`src/rtl/core/blrs_pkg.sv`:
```
// Package for the binary line run segmenter: sizes, limits and shared types.
// No dependencies; every other file of the block imports it.
`timescale 1ns / 1ps
`default_nettype none

package blrs_pkg;

  localparam int LINE_MAX    = 1024;
  localparam int SEGMENT_MAX = 64;

  localparam int PIXEL_W = 8;
  localparam int POS_W   = $clog2(LINE_MAX) + 1;
  localparam int COORD_W = $clog2(LINE_MAX);
  localparam int WIDTH_W = $clog2(LINE_MAX) + 1;
  localparam int COUNT_W = 7;

  localparam logic [COUNT_W-1:0] LIMIT_RESET = COUNT_W'(16);

  typedef logic [POS_W-1:0]   pos_t;
  typedef logic [COORD_W-1:0] coord_t;
  typedef logic [WIDTH_W-1:0] seg_width_t;
  typedef logic [COUNT_W-1:0] count_t;

  typedef struct packed {
    logic       segment_valid;
    coord_t     seg_start;
    coord_t     seg_end;
    seg_width_t seg_width;
    coord_t     seg_center;
    count_t     found_count;
    logic       line_done;
  } seg_result_t;

endpackage : blrs_pkg

`default_nettype wire

```
`src/rtl/core/blrs_pixel_if.sv`:
```
// Pixel channel: one thresholded pixel per beat with an end-of-line flag.
// Depends on blrs_pkg.
`timescale 1ns / 1ps
`default_nettype none

interface blrs_pixel_if
  import blrs_pkg::*;
  ();
  logic               valid;
  logic               ready;
  logic [PIXEL_W-1:0] pixel_value;
  logic               last_pixel;

  modport source (output valid, output pixel_value, output last_pixel, input ready);
  modport sink   (input valid, input pixel_value, input last_pixel, output ready);
endinterface : blrs_pixel_if

`default_nettype wire

```
`src/rtl/core/blrs_segment_if.sv`:
```
// Segment channel: one segment report or end-of-line summary per beat.
// Depends on blrs_pkg.
`timescale 1ns / 1ps
`default_nettype none

interface blrs_segment_if
  import blrs_pkg::*;
  ();
  logic       valid;
  logic       ready;
  logic       segment_valid;
  coord_t     seg_start;
  coord_t     seg_end;
  seg_width_t seg_width;
  coord_t     seg_center;
  count_t     found_count;
  logic       line_done;

  modport source (
    output valid, output segment_valid, output seg_start, output seg_end,
    output seg_width, output seg_center, output found_count, output line_done,
    input ready
  );
  modport sink (
    input valid, input segment_valid, input seg_start, input seg_end,
    input seg_width, input seg_center, input found_count, input line_done,
    output ready
  );
endinterface : blrs_segment_if

`default_nettype wire

```
`src/rtl/core/binary_line_run_segmenter_unit.sv`:
```
// Top level of the binary line run segmenter: input register, run tracking and
// result register. Depends on blrs_pkg, blrs_pixel_if and blrs_segment_if.
//
//   channel   direction  beat
//   in_pix    sink       pixel_value, last_pixel
//   out_seg   source     segment report or line summary (at most one per pixel)
//   cfg_*     write      segment_limit, 7 bits
//
// A pixel waits in the input register and its result, if any, is registered into the
// output register as the pixel leaves; one pixel is taken per cycle unless the output stalls.
// The run state is updated as the pixel leaves the input register.
// Reset is synchronous and active low; the segment limit returns to 16.
// A stalled output holds its beat; the input register still drains pixels that
// produce no result, so only a result meeting a full output register stalls.
`timescale 1ns / 1ps
`default_nettype none

module binary_line_run_segmenter_unit
  import blrs_pkg::*;
(
  input  wire logic           clk,
  input  wire logic           rst_n,
  input  wire logic           cfg_we,
  input  wire logic [COUNT_W-1:0] cfg_wdata,
  blrs_pixel_if.sink          in_pix,
  blrs_segment_if.source      out_seg
);

  count_t      limit_r;
  logic        s1_valid_r;
  logic        s1_lit_r;
  logic        s1_last_r;
  pos_t        position_r;
  pos_t        position_nxt;
  logic        run_open_r;
  logic        run_open_nxt;
  coord_t      run_begin_r;
  coord_t      run_begin_nxt;
  count_t      found_r;
  count_t      found_nxt;
  logic        out_valid_r;
  seg_result_t res_r;
  seg_result_t res_nxt;

  count_t  lim_eff;
  logic    found_ok;
  logic    run_eff;
  logic    in_line;
  coord_t  pos_c;
  logic    emit;
  coord_t  seg_s;
  coord_t  seg_e;
  logic    open_a;
  coord_t  begin_a;
  pos_t    pos_a;
  count_t  found_a;
  logic    has_result;
  logic    out_free;
  logic    s1_adv;

  assign lim_eff  = (limit_r > COUNT_W'(SEGMENT_MAX)) ? COUNT_W'(SEGMENT_MAX) : limit_r;
  assign found_ok = found_r < lim_eff;
  assign run_eff  = run_open_r && found_ok;
  assign in_line  = position_r < POS_W'(LINE_MAX);
  assign pos_c    = position_r[COORD_W-1:0];

  always_comb begin
    emit    = 1'b0;
    seg_s   = run_begin_r;
    seg_e   = pos_c;
    open_a  = run_eff;
    begin_a = run_begin_r;
    pos_a   = position_r;
    if (in_line) begin
      pos_a = position_r + POS_W'(1);
      if (found_ok) begin
        if (s1_lit_r && !run_eff) begin
          open_a  = 1'b1;
          begin_a = pos_c;
        end else if (!s1_lit_r && run_eff) begin
          emit   = 1'b1;
          seg_s  = run_begin_r;
          seg_e  = pos_c - COORD_W'(1);
          open_a = 1'b0;
        end
        if (s1_last_r && open_a) begin
          emit   = 1'b1;
          seg_s  = begin_a;
          seg_e  = pos_c;
          open_a = 1'b0;
        end
      end
    end else if (s1_last_r && run_eff) begin
      emit   = 1'b1;
      seg_s  = run_begin_r;
      seg_e  = COORD_W'(LINE_MAX - 1);
      open_a = 1'b0;
    end
    found_a = found_r + COUNT_W'(emit);
  end

  always_comb begin
    if (s1_last_r) begin
      position_nxt  = '0;
      run_open_nxt  = 1'b0;
      run_begin_nxt = '0;
      found_nxt     = '0;
    end else begin
      position_nxt  = pos_a;
      run_open_nxt  = open_a;
      run_begin_nxt = begin_a;
      found_nxt     = found_a;
    end
  end

  always_comb begin
    res_nxt               = '0;
    res_nxt.segment_valid = emit;
    res_nxt.found_count   = found_a;
    res_nxt.line_done     = s1_last_r;
    if (emit) begin
      res_nxt.seg_start  = seg_s;
      res_nxt.seg_end    = seg_e;
      res_nxt.seg_width  = {1'b0, seg_e} - {1'b0, seg_s} + WIDTH_W'(1);
      res_nxt.seg_center = COORD_W'(({1'b0, seg_s} + {1'b0, seg_e}) >> 1);
    end
  end

  assign has_result = emit || s1_last_r;
  assign out_free   = !out_valid_r || out_seg.ready;
  assign s1_adv     = s1_valid_r && (!has_result || out_free);
  assign in_pix.ready = !s1_valid_r || s1_adv;

  always_ff @(posedge clk) begin
    if (!rst_n) begin
      limit_r     <= LIMIT_RESET;
      s1_valid_r  <= 1'b0;
      position_r  <= '0;
      run_open_r  <= 1'b0;
      run_begin_r <= '0;
      found_r     <= '0;
      out_valid_r <= 1'b0;
    end else begin
      if (cfg_we) begin
        limit_r <= cfg_wdata;
      end
      if (in_pix.ready) begin
        s1_valid_r <= in_pix.valid;
      end
      if (s1_adv) begin
        position_r  <= position_nxt;
        run_open_r  <= run_open_nxt;
        run_begin_r <= run_begin_nxt;
        found_r     <= found_nxt;
      end
      if (s1_adv && has_result) begin
        out_valid_r <= 1'b1;
      end else if (out_seg.ready) begin
        out_valid_r <= 1'b0;
      end
    end
  end

  always_ff @(posedge clk) begin
    if (in_pix.ready && in_pix.valid) begin
      s1_lit_r  <= |in_pix.pixel_value;
      s1_last_r <= in_pix.last_pixel;
    end
    if (s1_adv && has_result) begin
      res_r <= res_nxt;
    end
  end

  assign out_seg.valid         = out_valid_r;
  assign out_seg.segment_valid = res_r.segment_valid;
  assign out_seg.seg_start     = res_r.seg_start;
  assign out_seg.seg_end       = res_r.seg_end;
  assign out_seg.seg_width     = res_r.seg_width;
  assign out_seg.seg_center    = res_r.seg_center;
  assign out_seg.found_count   = res_r.found_count;
  assign out_seg.line_done     = res_r.line_done;

  // The segment count never passes SEGMENT_MAX, the cap on any configured limit.
  a_found_bounded: assert property (@(posedge clk) disable iff (!rst_n)
    found_r <= COUNT_W'(SEGMENT_MAX))
    else $error("segment count above its maximum");

  // The position saturates at the line length.
  a_position_bounded: assert property (@(posedge clk) disable iff (!rst_n)
    position_r <= POS_W'(LINE_MAX))
    else $error("position beyond the line length");

  // Finishing the last pixel of a line leaves the line state cleared.
  a_line_cleared: assert property (@(posedge clk) disable iff (!rst_n)
    (s1_adv && s1_last_r) |=> (position_r == '0 && !run_open_r && found_r == '0))
    else $error("line state not cleared after the last pixel");

  // A reported segment always counts itself.
  a_segment_counted: assert property (@(posedge clk) disable iff (!rst_n)
    (out_valid_r && res_r.segment_valid) |-> (res_r.found_count != '0))
    else $error("segment reported with a zero count");

endmodule : binary_line_run_segmenter_unit

`default_nettype wire

```
`src/flat_wrapper.sv`:
```
// flat-port wrapper written by rule: the top's interface ports become plain ports
module binary_line_run_segmenter_unit_flat import blrs_pkg::*;
  (clk, rst_n, cfg_we, cfg_wdata, in_pix_valid, in_pix_pixel_value, in_pix_last_pixel, in_pix_ready, out_seg_valid, out_seg_segment_valid, out_seg_seg_start, out_seg_seg_end, out_seg_seg_width, out_seg_seg_center, out_seg_found_count, out_seg_line_done, out_seg_ready);
  blrs_pixel_if in_pix_i ();
  blrs_segment_if out_seg_i ();
  input  wire logic clk;
  input  wire logic rst_n;
  input  wire logic cfg_we;
  input  wire logic [COUNT_W-1:0] cfg_wdata;
  input wire logic [$bits(in_pix_i.valid)-1:0] in_pix_valid;
  input wire logic [$bits(in_pix_i.pixel_value)-1:0] in_pix_pixel_value;
  input wire logic [$bits(in_pix_i.last_pixel)-1:0] in_pix_last_pixel;
  output wire logic [$bits(in_pix_i.ready)-1:0] in_pix_ready;
  output wire logic [$bits(out_seg_i.valid)-1:0] out_seg_valid;
  output wire logic [$bits(out_seg_i.segment_valid)-1:0] out_seg_segment_valid;
  output wire logic [$bits(out_seg_i.seg_start)-1:0] out_seg_seg_start;
  output wire logic [$bits(out_seg_i.seg_end)-1:0] out_seg_seg_end;
  output wire logic [$bits(out_seg_i.seg_width)-1:0] out_seg_seg_width;
  output wire logic [$bits(out_seg_i.seg_center)-1:0] out_seg_seg_center;
  output wire logic [$bits(out_seg_i.found_count)-1:0] out_seg_found_count;
  output wire logic [$bits(out_seg_i.line_done)-1:0] out_seg_line_done;
  input wire logic [$bits(out_seg_i.ready)-1:0] out_seg_ready;
  assign in_pix_i.valid = in_pix_valid;
  assign in_pix_i.pixel_value = in_pix_pixel_value;
  assign in_pix_i.last_pixel = in_pix_last_pixel;
  assign in_pix_ready = in_pix_i.ready;
  assign out_seg_valid = out_seg_i.valid;
  assign out_seg_segment_valid = out_seg_i.segment_valid;
  assign out_seg_seg_start = out_seg_i.seg_start;
  assign out_seg_seg_end = out_seg_i.seg_end;
  assign out_seg_seg_width = out_seg_i.seg_width;
  assign out_seg_seg_center = out_seg_i.seg_center;
  assign out_seg_found_count = out_seg_i.found_count;
  assign out_seg_line_done = out_seg_i.line_done;
  assign out_seg_i.ready = out_seg_ready;
  binary_line_run_segmenter_unit u_core (.clk(clk), .rst_n(rst_n), .cfg_we(cfg_we), .cfg_wdata(cfg_wdata), .in_pix(in_pix_i), .out_seg(out_seg_i));
endmodule
```
`config.mk`:
```
export PLATFORM = sky130hd
export DESIGN_NAME = binary_line_run_segmenter_unit_flat
export DESIGN_NICKNAME = d
export VERILOG_FILES = /design/src/rtl/core/blrs_pkg.sv /design/src/rtl/core/blrs_pixel_if.sv /design/src/rtl/core/blrs_segment_if.sv /design/src/rtl/core/binary_line_run_segmenter_unit.sv /design/src/flat_wrapper.sv
export SDC_FILE = /design/constraint.sdc
export NUM_CORES = 1
export LEC_CHECK = 0
export BUFFER_PORTS_ARGS = -buffer_cell sky130_fd_sc_hd__buf_2
export CORE_ASPECT_RATIO = 1.75
export CORE_UTILIZATION = 50
export CTS_BUF_LIST = sky130_fd_sc_hd__clkbuf_4 sky130_fd_sc_hd__clkbuf_8
export DETAILED_ROUTE_END_ITERATION = 10
export PLACE_DENSITY_LB_ADDON = 0.2
export RECOVER_POWER = 25
export SYNTH_ARGS = -nofsm -noshare
export SYNTH_HDL_FRONTEND = slang
export SYNTH_SLANG_ARGS = --single-unit
export TNS_END_PERCENT = 100
```
`constraint.sdc`:
```
create_clock -name clk -period 10.6 [get_ports clk]
set_input_delay 0.53 -clock clk [delete_from_list [all_inputs] [get_ports clk]]
set_output_delay 0.53 -clock clk [all_outputs]
set_load 0.1 [all_outputs]
```
After elaboration in Yosys (flattened, before gate mapping)
Cells that the tools add are included.
{"block": "op_classes", "n_addsub": 6, "order_cmp": 3, "muxes": 34, "reduce_logical": 23}
{"op": "2-to-1 mux 10 bit", "n": 13}
{"op": "adder 11 x 1 -> 11 bit (second input constant)", "n": 2}
{"op": "2-to-1 mux 11 bit", "n": 2}
{"op": "2-to-1 mux 1 bit", "n": 17}
{"op": "2-to-1 mux 7 bit", "n": 2}
{"op": "adder 10 x 10 -> 11 bit", "n": 1}
{"op": "less-than comparator 11 bit (second input constant)", "n": 1}
{"op": "subtractor 10 x 10 -> 11 bit", "n": 1}
{"op": "subtractor 10 x 1 -> 10 bit (second input constant)", "n": 1}
{"op": "logical AND 1 bit", "n": 8}
{"op": "OR reduction 8 bit", "n": 1}
{"op": "adder 7 x 1 -> 7 bit", "n": 1}
{"op": "greater-than comparator 7 bit (second input constant)", "n": 1}
{"op": "less-than comparator 7 bit", "n": 1}
{"op": "nonzero test 2 bit", "n": 3}
{"op": "logical NOT 1 bit", "n": 5}
{"op": "logical OR 1 bit", "n": 4}
{"op": "AND reduction 3 bit", "n": 1}
{"op": "AND reduction 2 bit", "n": 1}
{"block": "totals", "reg_bits": 90, "inputBits": 21, "wordCells": 82}

Depth between registers and ports, before layout
Gate-level depths: netlist of run 1.
{"block": "logic_depth", "ltp_word": 19, "depth_mapped": 20, "ltp_nobuf": 19}

Worst setup path before layout of run 1
OpenSTA, ideal clock, no wires.
{"block": "synth_timing", "path_kind": "register to register", "from": "register u_core.limit_r[6]", "to": "register u_core.res_r, in the netlist u_core.out_seg.found_count[0], enable pin", "setup_ps": 458, "t_arrival_ps": 3782, "path_slack_ps": 6361, "path_stages_with_launch": 10, "path_buffers": 1, "path_cell_list": "dfxtp_1 > inv_1 > nand2_1 > ha_1 > nand2_1 > o21ai_2 > a21o_4 > o41ai_4 > buf_6 > nor2_1"}
{"block": "synth_via", "elab_chain_cells": 18}
{"item": "from (decl)", "line_no": "binary_line_run_segmenter_unit.sv:29", "text": "count_t limit_r;"}
{"item": "from (signal assigned)", "line_no": "binary_line_run_segmenter_unit.sv:145", "text": "limit_r <= cfg_wdata;"}
{"item": "greater-than comparator 7 bit", "line_no": "binary_line_run_segmenter_unit.sv:61", "text": "assign lim_eff = (limit_r > COUNT_W'(SEGMENT_MAX)) ? COUNT_W'(SEGMENT_MAX) : limit_r;"}
{"item": "2-to-1 mux 7 bit (*)", "line_no": "binary_line_run_segmenter_unit.sv:61"}
{"item": "less-than comparator 7 bit (*)", "line_no": "binary_line_run_segmenter_unit.sv:62", "text": "assign found_ok = found_r < lim_eff;"}
{"item": "logical AND 1 bit", "line_no": "binary_line_run_segmenter_unit.sv:63", "text": "assign run_eff = run_open_r && found_ok;"}
{"item": "logical AND 1 bit / logical NOT 1 bit (equally long branches)", "line_no": "binary_line_run_segmenter_unit.sv:80, binary_line_run_segmenter_unit.sv:77"}
{"item": "2-to-1 mux 1 bit / logical AND 1 bit (equally long branches)", "line_no": "binary_line_run_segmenter_unit.sv:80, binary_line_run_segmenter_unit.sv:77"}
{"item": "2-to-1 mux 1 bit", "line_no": "binary_line_run_segmenter_unit.sv:77", "text": "if (s1_lit_r && !run_eff) begin"}
{"item": "2-to-1 mux 1 bit", "line_no": "binary_line_run_segmenter_unit.sv:76", "text": "if (found_ok) begin"}
{"item": "(+2 left out)"}
{"item": "2-to-1 mux 1 bit", "line_no": "binary_line_run_segmenter_unit.sv:86", "text": "if (s1_last_r && open_a) begin"}
{"item": "2-to-1 mux 1 bit", "line_no": "binary_line_run_segmenter_unit.sv:76"}
{"item": "2-to-1 mux 1 bit (*)", "line_no": "binary_line_run_segmenter_unit.sv:74", "text": "if (in_line) begin"}
{"item": "logical OR 1 bit (*)", "line_no": "binary_line_run_segmenter_unit.sv:129", "text": "assign has_result = emit || s1_last_r;"}
{"item": "logical NOT 1 bit", "line_no": "binary_line_run_segmenter_unit.sv:131", "text": "assign s1_adv = s1_valid_r && (!has_result || out_free);"}
{"item": "logical OR 1 bit", "line_no": "binary_line_run_segmenter_unit.sv:131"}
{"item": "logical AND 1 bit", "line_no": "binary_line_run_segmenter_unit.sv:131"}
{"item": "logical AND 1 bit (*)", "line_no": "binary_line_run_segmenter_unit.sv:169", "text": "if (s1_adv && has_result) begin"}
{"item": "to (signal assigned)", "line_no": "binary_line_run_segmenter_unit.sv:170", "text": "res_r <= res_nxt;"}
{"item": "to (decl)", "line_no": "binary_line_run_segmenter_unit.sv:42", "text": "seg_result_t res_r;"}
Mark *: on every way between the ends. The rest lies on a longest branch, timed or not. The select of a mux whose other input is x is not followed.
A chain may end at the register's enable or synchronous reset.

Worst setup path in the final report of run 1
{"block": "layout_timing", "from": "register u_core.limit_r[6]", "to": "register u_core.res_r, in the netlist u_core.out_seg.seg_width[9], data pin"}
{"block": "layout_via", "elab_chain_cells": 15}
{"item": "greater-than comparator 7 bit", "line_no": "binary_line_run_segmenter_unit.sv:61"}
{"item": "2-to-1 mux 7 bit (*)", "line_no": "binary_line_run_segmenter_unit.sv:61"}
{"item": "less-than comparator 7 bit (*)", "line_no": "binary_line_run_segmenter_unit.sv:62"}
{"item": "logical AND 1 bit", "line_no": "binary_line_run_segmenter_unit.sv:63"}
{"item": "logical AND 1 bit / logical NOT 1 bit (equally long branches)", "line_no": "binary_line_run_segmenter_unit.sv:80, binary_line_run_segmenter_unit.sv:77"}
{"item": "2-to-1 mux 1 bit / logical AND 1 bit (equally long branches)", "line_no": "binary_line_run_segmenter_unit.sv:80, binary_line_run_segmenter_unit.sv:77"}
{"item": "2-to-1 mux 1 bit", "line_no": "binary_line_run_segmenter_unit.sv:77"}
{"item": "2-to-1 mux 1 bit", "line_no": "binary_line_run_segmenter_unit.sv:76"}
{"item": "2-to-1 mux 1 bit", "line_no": "binary_line_run_segmenter_unit.sv:74"}
{"item": "logical AND 1 bit", "line_no": "binary_line_run_segmenter_unit.sv:86"}
{"item": "2-to-1 mux 10 bit", "line_no": "binary_line_run_segmenter_unit.sv:86"}
{"item": "2-to-1 mux 10 bit (*)", "line_no": "binary_line_run_segmenter_unit.sv:76"}
{"item": "2-to-1 mux 10 bit (*)", "line_no": "binary_line_run_segmenter_unit.sv:74"}
{"item": "via u_core.seg_s[1]", "line_no": "binary_line_run_segmenter_unit.sv:51", "text": "coord_t seg_s;"}
{"item": "subtractor 10 x 10 -> 11 bit (*)", "line_no": "binary_line_run_segmenter_unit.sv:124", "text": "res_nxt.seg_width = {1'b0, seg_e} - {1'b0, seg_s} + WIDTH_W'(1);"}
{"item": "adder 11 x 1 -> 11 bit (*)", "line_no": "binary_line_run_segmenter_unit.sv:124"}
The timed path passes the listed nets; every way through them passes the cells marked *. The select of a mux whose other input is x is not followed.

==> results_tabular.tex, run 1 <==
\begin{tabular}{lr}
\hline
Metric & Value \\
\hline
\multicolumn{2}{l}{\textbf{CTS}} \\
\quad Clock latency on the worst-skew pair & 0.37 ns \\
\quad CTS tree & built \\
\quad H-tree depth reported by CTS & 3 \\
\quad Number of gates resized after CTS & 0 \\
\quad Clock buffer depth & 2 \\
\quad CTS clk-pin slew, worst paths & 0.09 ns \\
\quad Cell chosen for the clock root & sky130\_fd\_sc\_hd\_\_clkbuf\_8 \\
\quad TritonCTS buffer count & 9 \\
\quad Post-CTS Hold Fix Bufs & 0 \\
\quad Clock Sinks & 90 \\
\quad Post-CTS setup buffers & 0 \\
\multicolumn{2}{l}{\textbf{Yosys}} \\
\quad Syn\_nets & 581 \\
\quad Area share of fa/ha/maj cells after synthesis & 10.0\% \\
\quad Fraction of the mapped netlist area in compound gates & 14.4\% \\
\quad Share of synthesized area spent on multiplexers & 5.24\% \\
\quad Count of flip-flops with a built-in enable after synthesis & 52 \\
\quad Commonest cells post-synth & 68 x sky130\_fd\_sc\_hd\_\_nor2\_1, 52 x sky130\_fd\_sc\_hd\_\_edfxtp\_1, 39 x sky130\_fd\_sc\_hd\_\_ha\_1, 38 x sky130\_fd\_sc\_hd\_\_dfxtp\_1, 32 x sky130\_fd\_sc\_hd\_\_a21oi\_1 \\
\quad Post-Synth Simple-Gate Area & 19.2\% \\
\quad Count of cell types in the netlist & 70 \\
\quad Post-synth top flop & sky130\_fd\_sc\_hd\_\_edfxtp\_1 \\
\quad Main combinational cell family by area after synthesis & simple AND/OR/NAND/NOR gates \\
\quad Largest area contributor in the netlist & sky130\_fd\_sc\_hd\_\_edfxtp\_1 \\
\quad Number of register bits inferred by synthesis & 90 \\
\quad Gate count after technology mapping & 519 \\
\quad Synth warnings & 0 \\
\quad Top post-synthesis cells by area & sky130\_fd\_sc\_hd\_\_edfxtp\_1 30\%, sky130\_fd\_sc\_hd\_\_dfxtp\_1 14\%, sky130\_fd\_sc\_hd\_\_ha\_1 9.3\% \\
\quad Parity-gate share of the synthesized area counting xor and xnor cells & 2.67\% \\
\quad Async SR Flop Fraction & 0\% \\
\quad Most frequently used cell type in the post-synthesis netlist & sky130\_fd\_sc\_hd\_\_nor2\_1 \\
\quad Area of the mapped netlist & 0.00526 mm² \\
\quad Mean Syn Cell Area & 10.1 µm² \\
\quad Fraction of the yosys area taken by sequential cells & 44.2\% \\
\quad Proportion of netlist area held by the largest area contributor & 29.7\% \\
\multicolumn{2}{l}{\textbf{STA}} \\
\quad Min Clock Period, post-route & 5.23 ns \\
\quad Setup violations, final & 0 \\
\quad Worst slew margin relative to its limit & 21.4\% \\
\quad Worst clock skew & 0.00936 ns \\
\quad Total Neg Setup Slack & 0 ns \\
\quad Number of pins with negative max-slew slack in the final report & 0 \\
\quad Final clock period utilization by the worst path & 49.3\% \\
\quad Maximum clock frequency & 0.191 GHz \\
\quad Number of endpoints with negative hold slack in the final report & 0 \\
\quad Slew at the pin closest to its max-slew limit & 1.18 ns \\
\quad Unrepaired setup endpoints after global routing & false \\
\multicolumn{2}{l}{\textbf{Place}} \\
\quad Total cell area at the placement stage & 0.00570 mm² \\
\quad Cell total after placement & 696 \\
\quad DPL Wire Length & 8.31 mm \\
\quad Input/output buffers & 72 \\
\quad Weighted congestion reported at the end of routability-driven placement & 0.786 \\
\multicolumn{2}{l}{\textbf{Drt}} \\
\quad Detailed-route DRC error count & 0 \\
\quad Antenna viol nets, final & 0 \\
\quad Detail-routed via count per cell & 5.67 \\
\quad Routed via count & 4039 \\
\quad Average detailed-routed wire length per instance & 15.9 µm \\
\quad Number of iterations in the first detailed-routing pass & 4 \\
\quad DR iter-0 viols & 132 \\
\quad Total routed wirelength & 11.3 mm \\
\multicolumn{2}{l}{\textbf{Power}} \\
\quad Highest ir drop seen on vdd & 86.5 µV \\
\quad Pwr dens & 136 mW/mm² \\
\quad Leakage component of the power & 0.00234 µW \\
\multicolumn{2}{l}{\textbf{Global route}} \\
\quad Number of global-route vias before repair & 4046 \\
\quad Global-route total usage across every layer & 22.0\% \\
\quad Antenna violations before repair & 0 \\
\quad Overflow left after global routing & 0 \\
\quad Global-route wire length before repair & 18.4 mm \\
\quad Largest net degree at the start of global routing & 33 \\
\multicolumn{2}{l}{\textbf{Floorplanning}} \\
\quad Full die area & 0.0109 mm² \\
\quad Initial cell density of the core & 51.3\% \\
\quad Standard cell core area & 0.0102 mm² \\
\quad Boundary Pins & 73 \\
\quad Site Rows & 49 \\
\quad Chip height & 138 µm \\
\quad Die width & 79.5 µm \\
\multicolumn{2}{l}{\textbf{Layout}} \\
\quad Nets@finish & 642 \\
\quad Number of non-filler instances in the completed layout & 712 \\
\quad Fillers & 906 \\
\quad Finished layout cell area & 0.00591 mm² \\
\quad Area growth from synthesis to layout & 12.5\% \\
\quad Count of inserted antenna diode cells & 0 \\
\quad Fraction of layout instances using a drive strength above 1 & 12.8\% \\
\multicolumn{2}{l}{\textbf{Setup path}} \\
\quad Start point of the critical path & u\_core.limit\_r[6]\$\_SDFFE\_PN0P\_ \\
\quad Endpoint kind of the worst setup timing path & flop \\
\quad Nature of the critical path startpoint & flop \\
\quad R2R Path Start & u\_core.limit\_r[6]\$\_SDFFE\_PN0P\_ \\
\quad Required arrival time at the worst endpoint & 10.74 ns \\
\quad Worst endpoint data arrival time & 5.36 ns \\
\quad Critical Setup Path Class & reg -> reg \\
\quad Largest fanout on the critical path & 17 \\
\multicolumn{2}{l}{\textbf{Run status}} \\
\quad Outcome & complete, no violations \\
\multicolumn{2}{l}{\textbf{Hold path}} \\
\quad Min-delay worst type & in -> reg \\
\quad Startpoint of the tightest hold check path & in\_pix\_last\_pixel \\
\multicolumn{2}{l}{\textbf{Run}} \\
\quad Number of max-capacitance violations reported & 0 \\
\hline
\end{tabular}
[per-stage QoR]
| step | utilization [%] | total power (µW) | hold WS, ns | worst slack [ns] |
|---|---|---|---|---|
| final | 57.8 | 804 | 0.325 | 5.37 |
| after global placement | 55.6 | 501 | 0.472 | 5.61 |
| after floorplan | - | 482 | 0.441 | 6.36 |
| after global routing | 57.8 | 829 | 0.314 | 5.01 |
| after CTS | 58.2 | 811 | 0.315 | 5.39 |
| after detailed placement | 55.6 | 503 | 0.483 | 5.38 |
[path summary, 6_finish.rpt]
| check | endpoint | slack, ns | cells past startpoint |
|---|---|---|---|
| worst max-delay path | u_core.out_seg.seg_width[9]$_SDFFCE_PN0P_ | 5.37 | 18 |
| worst min-delay path | u_core.s1_last_r$_DFFE_PP_ | 0.33 | 1 |
| worst max register to register | u_core.out_seg.seg_width[9]$_SDFFCE_PN0P_ | 5.37 | 18 |
| worst min register to register | u_core.run_begin_r[3]$_SDFFE_PN0P_ | 0.50 | 2 |
[worst max-delay path, stage by stage, from the launching register on]
cell                       delay [ns]
sky130_fd_sc_hd__dfxtp_1         0.35
sky130_fd_sc_hd__inv_1           0.16
sky130_fd_sc_hd__nand2_1         0.08
sky130_fd_sc_hd__ha_1            0.27
sky130_fd_sc_hd__o21ai_0         0.29
sky130_fd_sc_hd__o21bai_4        0.16
sky130_fd_sc_hd__a21oi_4         0.44
sky130_fd_sc_hd__nand4_1         0.70
sky130_fd_sc_hd__mux2_4          0.57
sky130_fd_sc_hd__ha_1            0.32
sky130_fd_sc_hd__ha_1            0.20
sky130_fd_sc_hd__inv_1           0.07
sky130_fd_sc_hd__fa_1            0.38
sky130_fd_sc_hd__nor2b_1         0.18
sky130_fd_sc_hd__o21ai_0         0.10
sky130_fd_sc_hd__nand2b_1        0.16
sky130_fd_sc_hd__a311o_1         0.25
sky130_fd_sc_hd__a211oi_1        0.09
sky130_fd_sc_hd__a31o_2          0.22
[where the power goes]
part           total [µW]  leakage (µW)  internal [µW]  switching [µW]
Clock                 311      0.000131            186             125
Combinational         110       0.00144           23.4            86.9
Sequential            383      0.000764            377            5.85
Total                 804       0.00234            587             218
[sequential cells by signal, summed over array words and instances, names as in the netlist]
signal and flops:
u_core.s1_last_r 1, u_core.out_seg.seg_start 10, u_core.out_seg.segment_valid 1, u_core.found_r 7, u_core.out_seg.seg_end 10, u_core.position_r 11, u_core.run_open_r 1, u_core.s1_valid_r 1
u_core.limit_r 7, u_core.out_seg.valid 1, u_core.out_seg.seg_width 11, u_core.out_seg.line_done 1, u_core.run_begin_r 10, u_core.s1_lit_r 1, u_core.out_seg.found_count 7, u_core.out_seg.seg_center 10
[metal layers]
layer	vias to the layer above	wire length (µm)	global-route usage (%)
met5	-	0	0
li1	1983	-	-
met4	0	489	14.7
met1	1894	4300	21.9
met3	38	421	3.84
met2	124	6140	40.5
[kinds of logic after synthesis]
| kind of cell | Yosys count |
|---|---|
| mux | 27 |
| fa+ha+maj | 41 |
| simple gates | 191 |
| compound gates | 100 |
| flops | 90 |
| buf+inv | 54 |
| xor+xnor | 16 |
[area by class of cell]
| type | instances | area, µm² | share of cell area [%] |
|---|---|---|---|
| clock inverter | 5 | 128 | 2.16 |
| sequential | 90 | 2320 | 39.3 |
| clock buffer | 11 | 139 | 2.35 |
| timing repair buffer | 75 | 334 | 5.65 |
| multi-input combinational | 375 | 2720 | 46.0 |
| inverter | 29 | 109 | 1.84 |
| tap | 127 | 159 | 2.69 |
[layout by cell type, fill, tap and decap left out, drive strengths merged, types with 3 or more instances in the layout]
master  instances
nor2           70
edfxtp         52
clkbuf         50
ha             39
dfxtp          38
buf            36
a21oi          33
inv            29
mux2i          26
nand2          23
o21ai          22
nand3          14
nor3           14
and3           12
xnor2          10
nand2b         10
and2            9
nor2b           8
or3             8
o211ai          7
xor2            6
nand4           5
o31ai           5
a211oi          5
nor3b           4
nor4            4
bufinv          4
a221oi          4
a21o            3
No activity file was read; power rests on OpenSTA's default activity.
==> run 2: changes to the inputs <==
--- a/config.mk
+++ b/config.mk
@@ -5,6 +5,7 @@
 export SDC_FILE = /design/constraint.sdc
 export NUM_CORES = 1
 export LEC_CHECK = 0
+export ABC_AREA = 1
 export BUFFER_PORTS_ARGS = -buffer_cell sky130_fd_sc_hd__buf_2
 export CORE_ASPECT_RATIO = 1.75
 export CORE_UTILIZATION = 50
==> constraint.sdc (replaced) <==
create_clock -name clk -period 5.46 [get_ports clk]
set_input_delay 0.273 -clock clk [delete_from_list [all_inputs] [get_ports clk]]
set_output_delay 0.273 -clock clk [all_outputs]
set_load 0.1 [all_outputs]
==> results_tabular.tex, run 2 <==
\begin{tabular}{lr}
\hline
Metric & Value \\
\hline
\multicolumn{2}{l}{\textbf{Run status}} \\
\quad Outcome & complete, no violations \\
\multicolumn{2}{l}{\textbf{CTS}} \\
\quad TritonCTS buffer count & 9 \\
\quad Post-CTS setup buffers & 0 \\
\quad Clock Sinks & 90 \\
\quad Clock latency on the worst-skew pair & 0.38 ns \\
\quad Post-CTS Hold Fix Bufs & 0 \\
\quad Number of gates resized after CTS & 0 \\
\quad CTS tree & built \\
\quad Cell chosen for the clock root & sky130\_fd\_sc\_hd\_\_clkbuf\_8 \\
\quad Clock buffer depth & 2 \\
\quad H-tree depth reported by CTS & 3 \\
\quad CTS clk-pin slew, worst paths & 0.09 ns \\
\multicolumn{2}{l}{\textbf{Setup path}} \\
\quad R2R Path Start & u\_core.limit\_r[4]\$\_SDFFE\_PN1P\_ \\
\quad Crit-path most repeated cell & sky130\_fd\_sc\_hd\_\_nand2\_1 \\
\quad Number of cells on the worst reg-to-reg path & 30 \\
\quad Largest fanout on the critical path & 20 \\
\quad Nature of the critical path startpoint & flop \\
\quad Slowest Stage Delay on Critical Path & 0.45 ns \\
\quad Buffers and inverters on the worst path & 3 \\
\quad Worst reg-to-reg setup slack & 0.50 ns \\
\quad Worst endpoint data arrival time & 5.07 ns \\
\quad Slowest library cell on the worst path & sky130\_fd\_sc\_hd\_\_nand2\_1 \\
\quad Required arrival time at the worst endpoint & 5.57 ns \\
\quad Terminus of the critical flop-to-flop path & u\_core.out\_seg.seg\_width[9]\$\_SDFFCE\_PN0P\_ \\
\quad Critical Setup Path Class & reg -> reg \\
\quad Endpoint kind of the worst setup timing path & flop \\
\quad Critical path's top delay family & simple AND/OR/NAND/NOR gates \\
\multicolumn{2}{l}{\textbf{Hold path}} \\
\quad Startpoint of the tightest hold check path & in\_pix\_last\_pixel \\
\quad Min-delay worst type & in -> reg \\
\quad WHS Path Cells & 1 \\
\quad Hold EP & u\_core.s1\_last\_r\$\_DFFE\_PP\_ \\
\multicolumn{2}{l}{\textbf{Layout}} \\
\quad Count of inserted antenna diode cells & 0 \\
\quad Nets@finish & 834 \\
\quad Area occupied by multi-input gates & 0.00262 mm² \\
\quad Finished layout cell area & 0.00609 mm² \\
\quad Fraction of layout instances using a drive strength above 1 & 9.52\% \\
\quad Most used cells in the layout excluding fill and tap cells & 165 x sky130\_fd\_sc\_hd\_\_nand2\_1, 105 x sky130\_fd\_sc\_hd\_\_inv\_1, 88 x sky130\_fd\_sc\_hd\_\_nor2\_1 \\
\quad Area growth from synthesis to layout & 11.1\% \\
\quad Fillers & 1038 \\
\quad Number of non-filler instances in the completed layout & 907 \\
\quad Most frequent standard cell in the layout excluding fill and tap cells & sky130\_fd\_sc\_hd\_\_nand2\_1 \\
\quad Sequential cell area in the final layout & 0.00232 mm² \\
\multicolumn{2}{l}{\textbf{Power}} \\
\quad Leakage component of the power & 0.00287 µW \\
\quad Pwr dens & 323 mW/mm² \\
\quad Overall power & 1970 µW \\
\quad Highest ir drop seen on vdd & 161 µV \\
\multicolumn{2}{l}{\textbf{STA}} \\
\quad Min Hold Slack & 0.0767 ns \\
\quad Worst clock skew & 0.00848 ns \\
\quad Number of pins with negative max-slew slack in the final report & 0 \\
\quad Setup violations, final & 0 \\
\quad Unrepaired setup endpoints after global routing & false \\
\quad Final clock period utilization by the worst path & 90.8\% \\
\quad Worst slew margin relative to its limit & 9.74\% \\
\quad Number of endpoints with negative hold slack in the final report & 0 \\
\quad Maximum clock frequency & 0.202 GHz \\
\quad Total Neg Setup Slack & 0 ns \\
\quad Slew at the pin closest to its max-slew limit & 1.35 ns \\
\quad Min Clock Period, post-route & 4.96 ns \\
\multicolumn{2}{l}{\textbf{Yosys}} \\
\quad Mean Syn Cell Area & 7.74 µm² \\
\quad Number of register bits inferred by synthesis & 90 \\
\quad Commonest cells post-synth & 165 x sky130\_fd\_sc\_hd\_\_nand2\_1, 106 x sky130\_fd\_sc\_hd\_\_inv\_1, 88 x sky130\_fd\_sc\_hd\_\_nor2\_1, 52 x sky130\_fd\_sc\_hd\_\_edfxtp\_1, 41 x sky130\_fd\_sc\_hd\_\_o21ai\_0 \\
\quad Main combinational cell family by area after synthesis & simple AND/OR/NAND/NOR gates \\
\quad Fraction of the yosys area taken by sequential cells & 42.4\% \\
\quad Share of synthesized area spent on multiplexers & 0\% \\
\quad Post-Synth Simple-Gate Area & 27.0\% \\
\quad Async SR Flop Fraction & 0\% \\
\quad Post-synth top flop & sky130\_fd\_sc\_hd\_\_edfxtp\_1 \\
\quad Syn\_nets & 770 \\
\quad Fraction of the mapped netlist area in compound gates & 9.29\% \\
\quad Area share of fa/ha/maj cells after synthesis & 9.63\% \\
\quad Synth warnings & 0 \\
\quad Largest area contributor in the netlist & sky130\_fd\_sc\_hd\_\_edfxtp\_1 \\
\quad Count of cell types in the netlist & 44 \\
\quad Parity-gate share of the synthesized area counting xor and xnor cells & 1.76\% \\
\quad Most frequently used cell type in the post-synthesis netlist & sky130\_fd\_sc\_hd\_\_nand2\_1 \\
\quad Count of flip-flops with a built-in enable after synthesis & 52 \\
\quad Area of the mapped netlist & 0.00548 mm² \\
\quad Top post-synthesis cells by area & sky130\_fd\_sc\_hd\_\_edfxtp\_1 28\%, sky130\_fd\_sc\_hd\_\_dfxtp\_1 14\%, sky130\_fd\_sc\_hd\_\_nand2\_1 11\% \\
\quad Gate count after technology mapping & 708 \\
\quad Proportion of netlist area held by the largest area contributor & 28.5\% \\
\multicolumn{2}{l}{\textbf{Floorplanning}} \\
\quad Standard cell core area & 0.0107 mm² \\
\quad Site Rows & 50 \\
\quad Die width & 81.2 µm \\
\quad Boundary Pins & 73 \\
\quad Full die area & 0.0114 mm² \\
\quad Chip height & 141 µm \\
\quad Initial cell density of the core & 51.2\% \\
\multicolumn{2}{l}{\textbf{Global route}} \\
\quad Overflow left after global routing & 0 \\
\quad Largest net degree at the start of global routing & 51 \\
\quad Number of global-route vias before repair & 4656 \\
\quad Global-route wire length before repair & 21.1 mm \\
\quad Global-route total usage across every layer & 24.1\% \\
\quad Antenna violations before repair & 0 \\
\multicolumn{2}{l}{\textbf{Drt}} \\
\quad Total routed wirelength & 13.0 mm \\
\quad Average detailed-routed wire length per instance & 14.3 µm \\
\quad Number of iterations in the first detailed-routing pass & 5 \\
\quad Detailed-route DRC error count & 0 \\
\quad Routed via count & 4826 \\
\quad Antenna viol nets, final & 0 \\
\quad Detail-routed via count per cell & 5.32 \\
\quad DR iter-0 viols & 339 \\
\multicolumn{2}{l}{\textbf{Place}} \\
\quad Weighted congestion reported at the end of routability-driven placement & 0.948 \\
\quad Cell total after placement & 891 \\
\quad DPL Wire Length & 9.66 mm \\
\quad Total cell area at the placement stage & 0.00590 mm² \\
\quad Input/output buffers & 72 \\
\multicolumn{2}{l}{\textbf{Run}} \\
\quad Number of max-capacitance violations reported & 0 \\
\hline
\end{tabular}
-- run 2: cell types whose count changed in the layout (fill, tap and decap cells not counted), sizes merged, moves of 10 or more --
cell / delta
nand3: +26
nor2: +20
o21ai: +23
nand4: +17
mux2i: -26
nand2: +147
and3: -12
inv: +82
nand2b: -10
-- run 2: logic make-up after synthesis --
family	Yosys count
AND/OR/NAND/NOR	339
buffers and inverters	133
AO/OA/AOI/OAI	94
flip-flops	90
adder cells (fa/ha/maj)	41
XOR/XNOR	11
-- run 2: final cells by class --
type,count,share of cell area (%)
timing repair buffer,75,5.48
inverter,111,6.84
tap,130,2.67
sequential,90,38.1
clock buffer,11,2.28
multi-input combinational,485,42.9
clock inverter,5,1.68
-- run 2: power by group --
group / switching (µW) / internal, µW
clock: 247 / 315
sequential: 25.4 / 775
combinational: 452 / 153
-- run 2: worst max-delay path by stage --
| stage | end | slack (ns) | from | cells past startpoint |
|---|---|---|---|---|
| CTS | u_core.out_seg.seg_width[9]$_SDFFCE_PN0P_ | 0.55 | u_core.limit_r[4]$_SDFFE_PN1P_ | 30 |
| global placement | u_core.out_seg.seg_width[9]$_SDFFCE_PN0P_ | 0.77 | u_core.limit_r[2]$_SDFFE_PN0P_ | 30 |
| detailed placement | u_core.out_seg.seg_width[9]$_SDFFCE_PN0P_ | 0.57 | u_core.limit_r[4]$_SDFFE_PN1P_ | 30 |
| global route | u_core.out_seg.seg_width[9]$_SDFFCE_PN0P_ | 0.07 | u_core.limit_r[4]$_SDFFE_PN1P_ | 29 |
| finish | u_core.out_seg.seg_width[9]$_SDFFCE_PN0P_ | 0.50 | u_core.limit_r[4]$_SDFFE_PN1P_ | 30 |
| floorplan | u_core.out_seg.seg_width[9]$_SDFFCE_PN0P_ | 1.28 | u_core.limit_r[4]$_SDFFE_PN1P_ | 29 |
-- run 2: through the flow --
step,setup slack (ns),utilization [%]
after floorplan,1.28,-
after global placement,0.769,55.1
after detailed placement,0.570,55.1
after CTS,0.547,57.4
after global routing,0.0678,56.9
final,0.500,56.9
-- run 2: metal layers --
metal | global-route usage (%) | share of wire [%]
met1 | 23.9 | 36
met2 | 44.8 | 54
met3 | 4.30 | 4.7
met4 | 14.3 | 4.7
met5 | 0 | 0
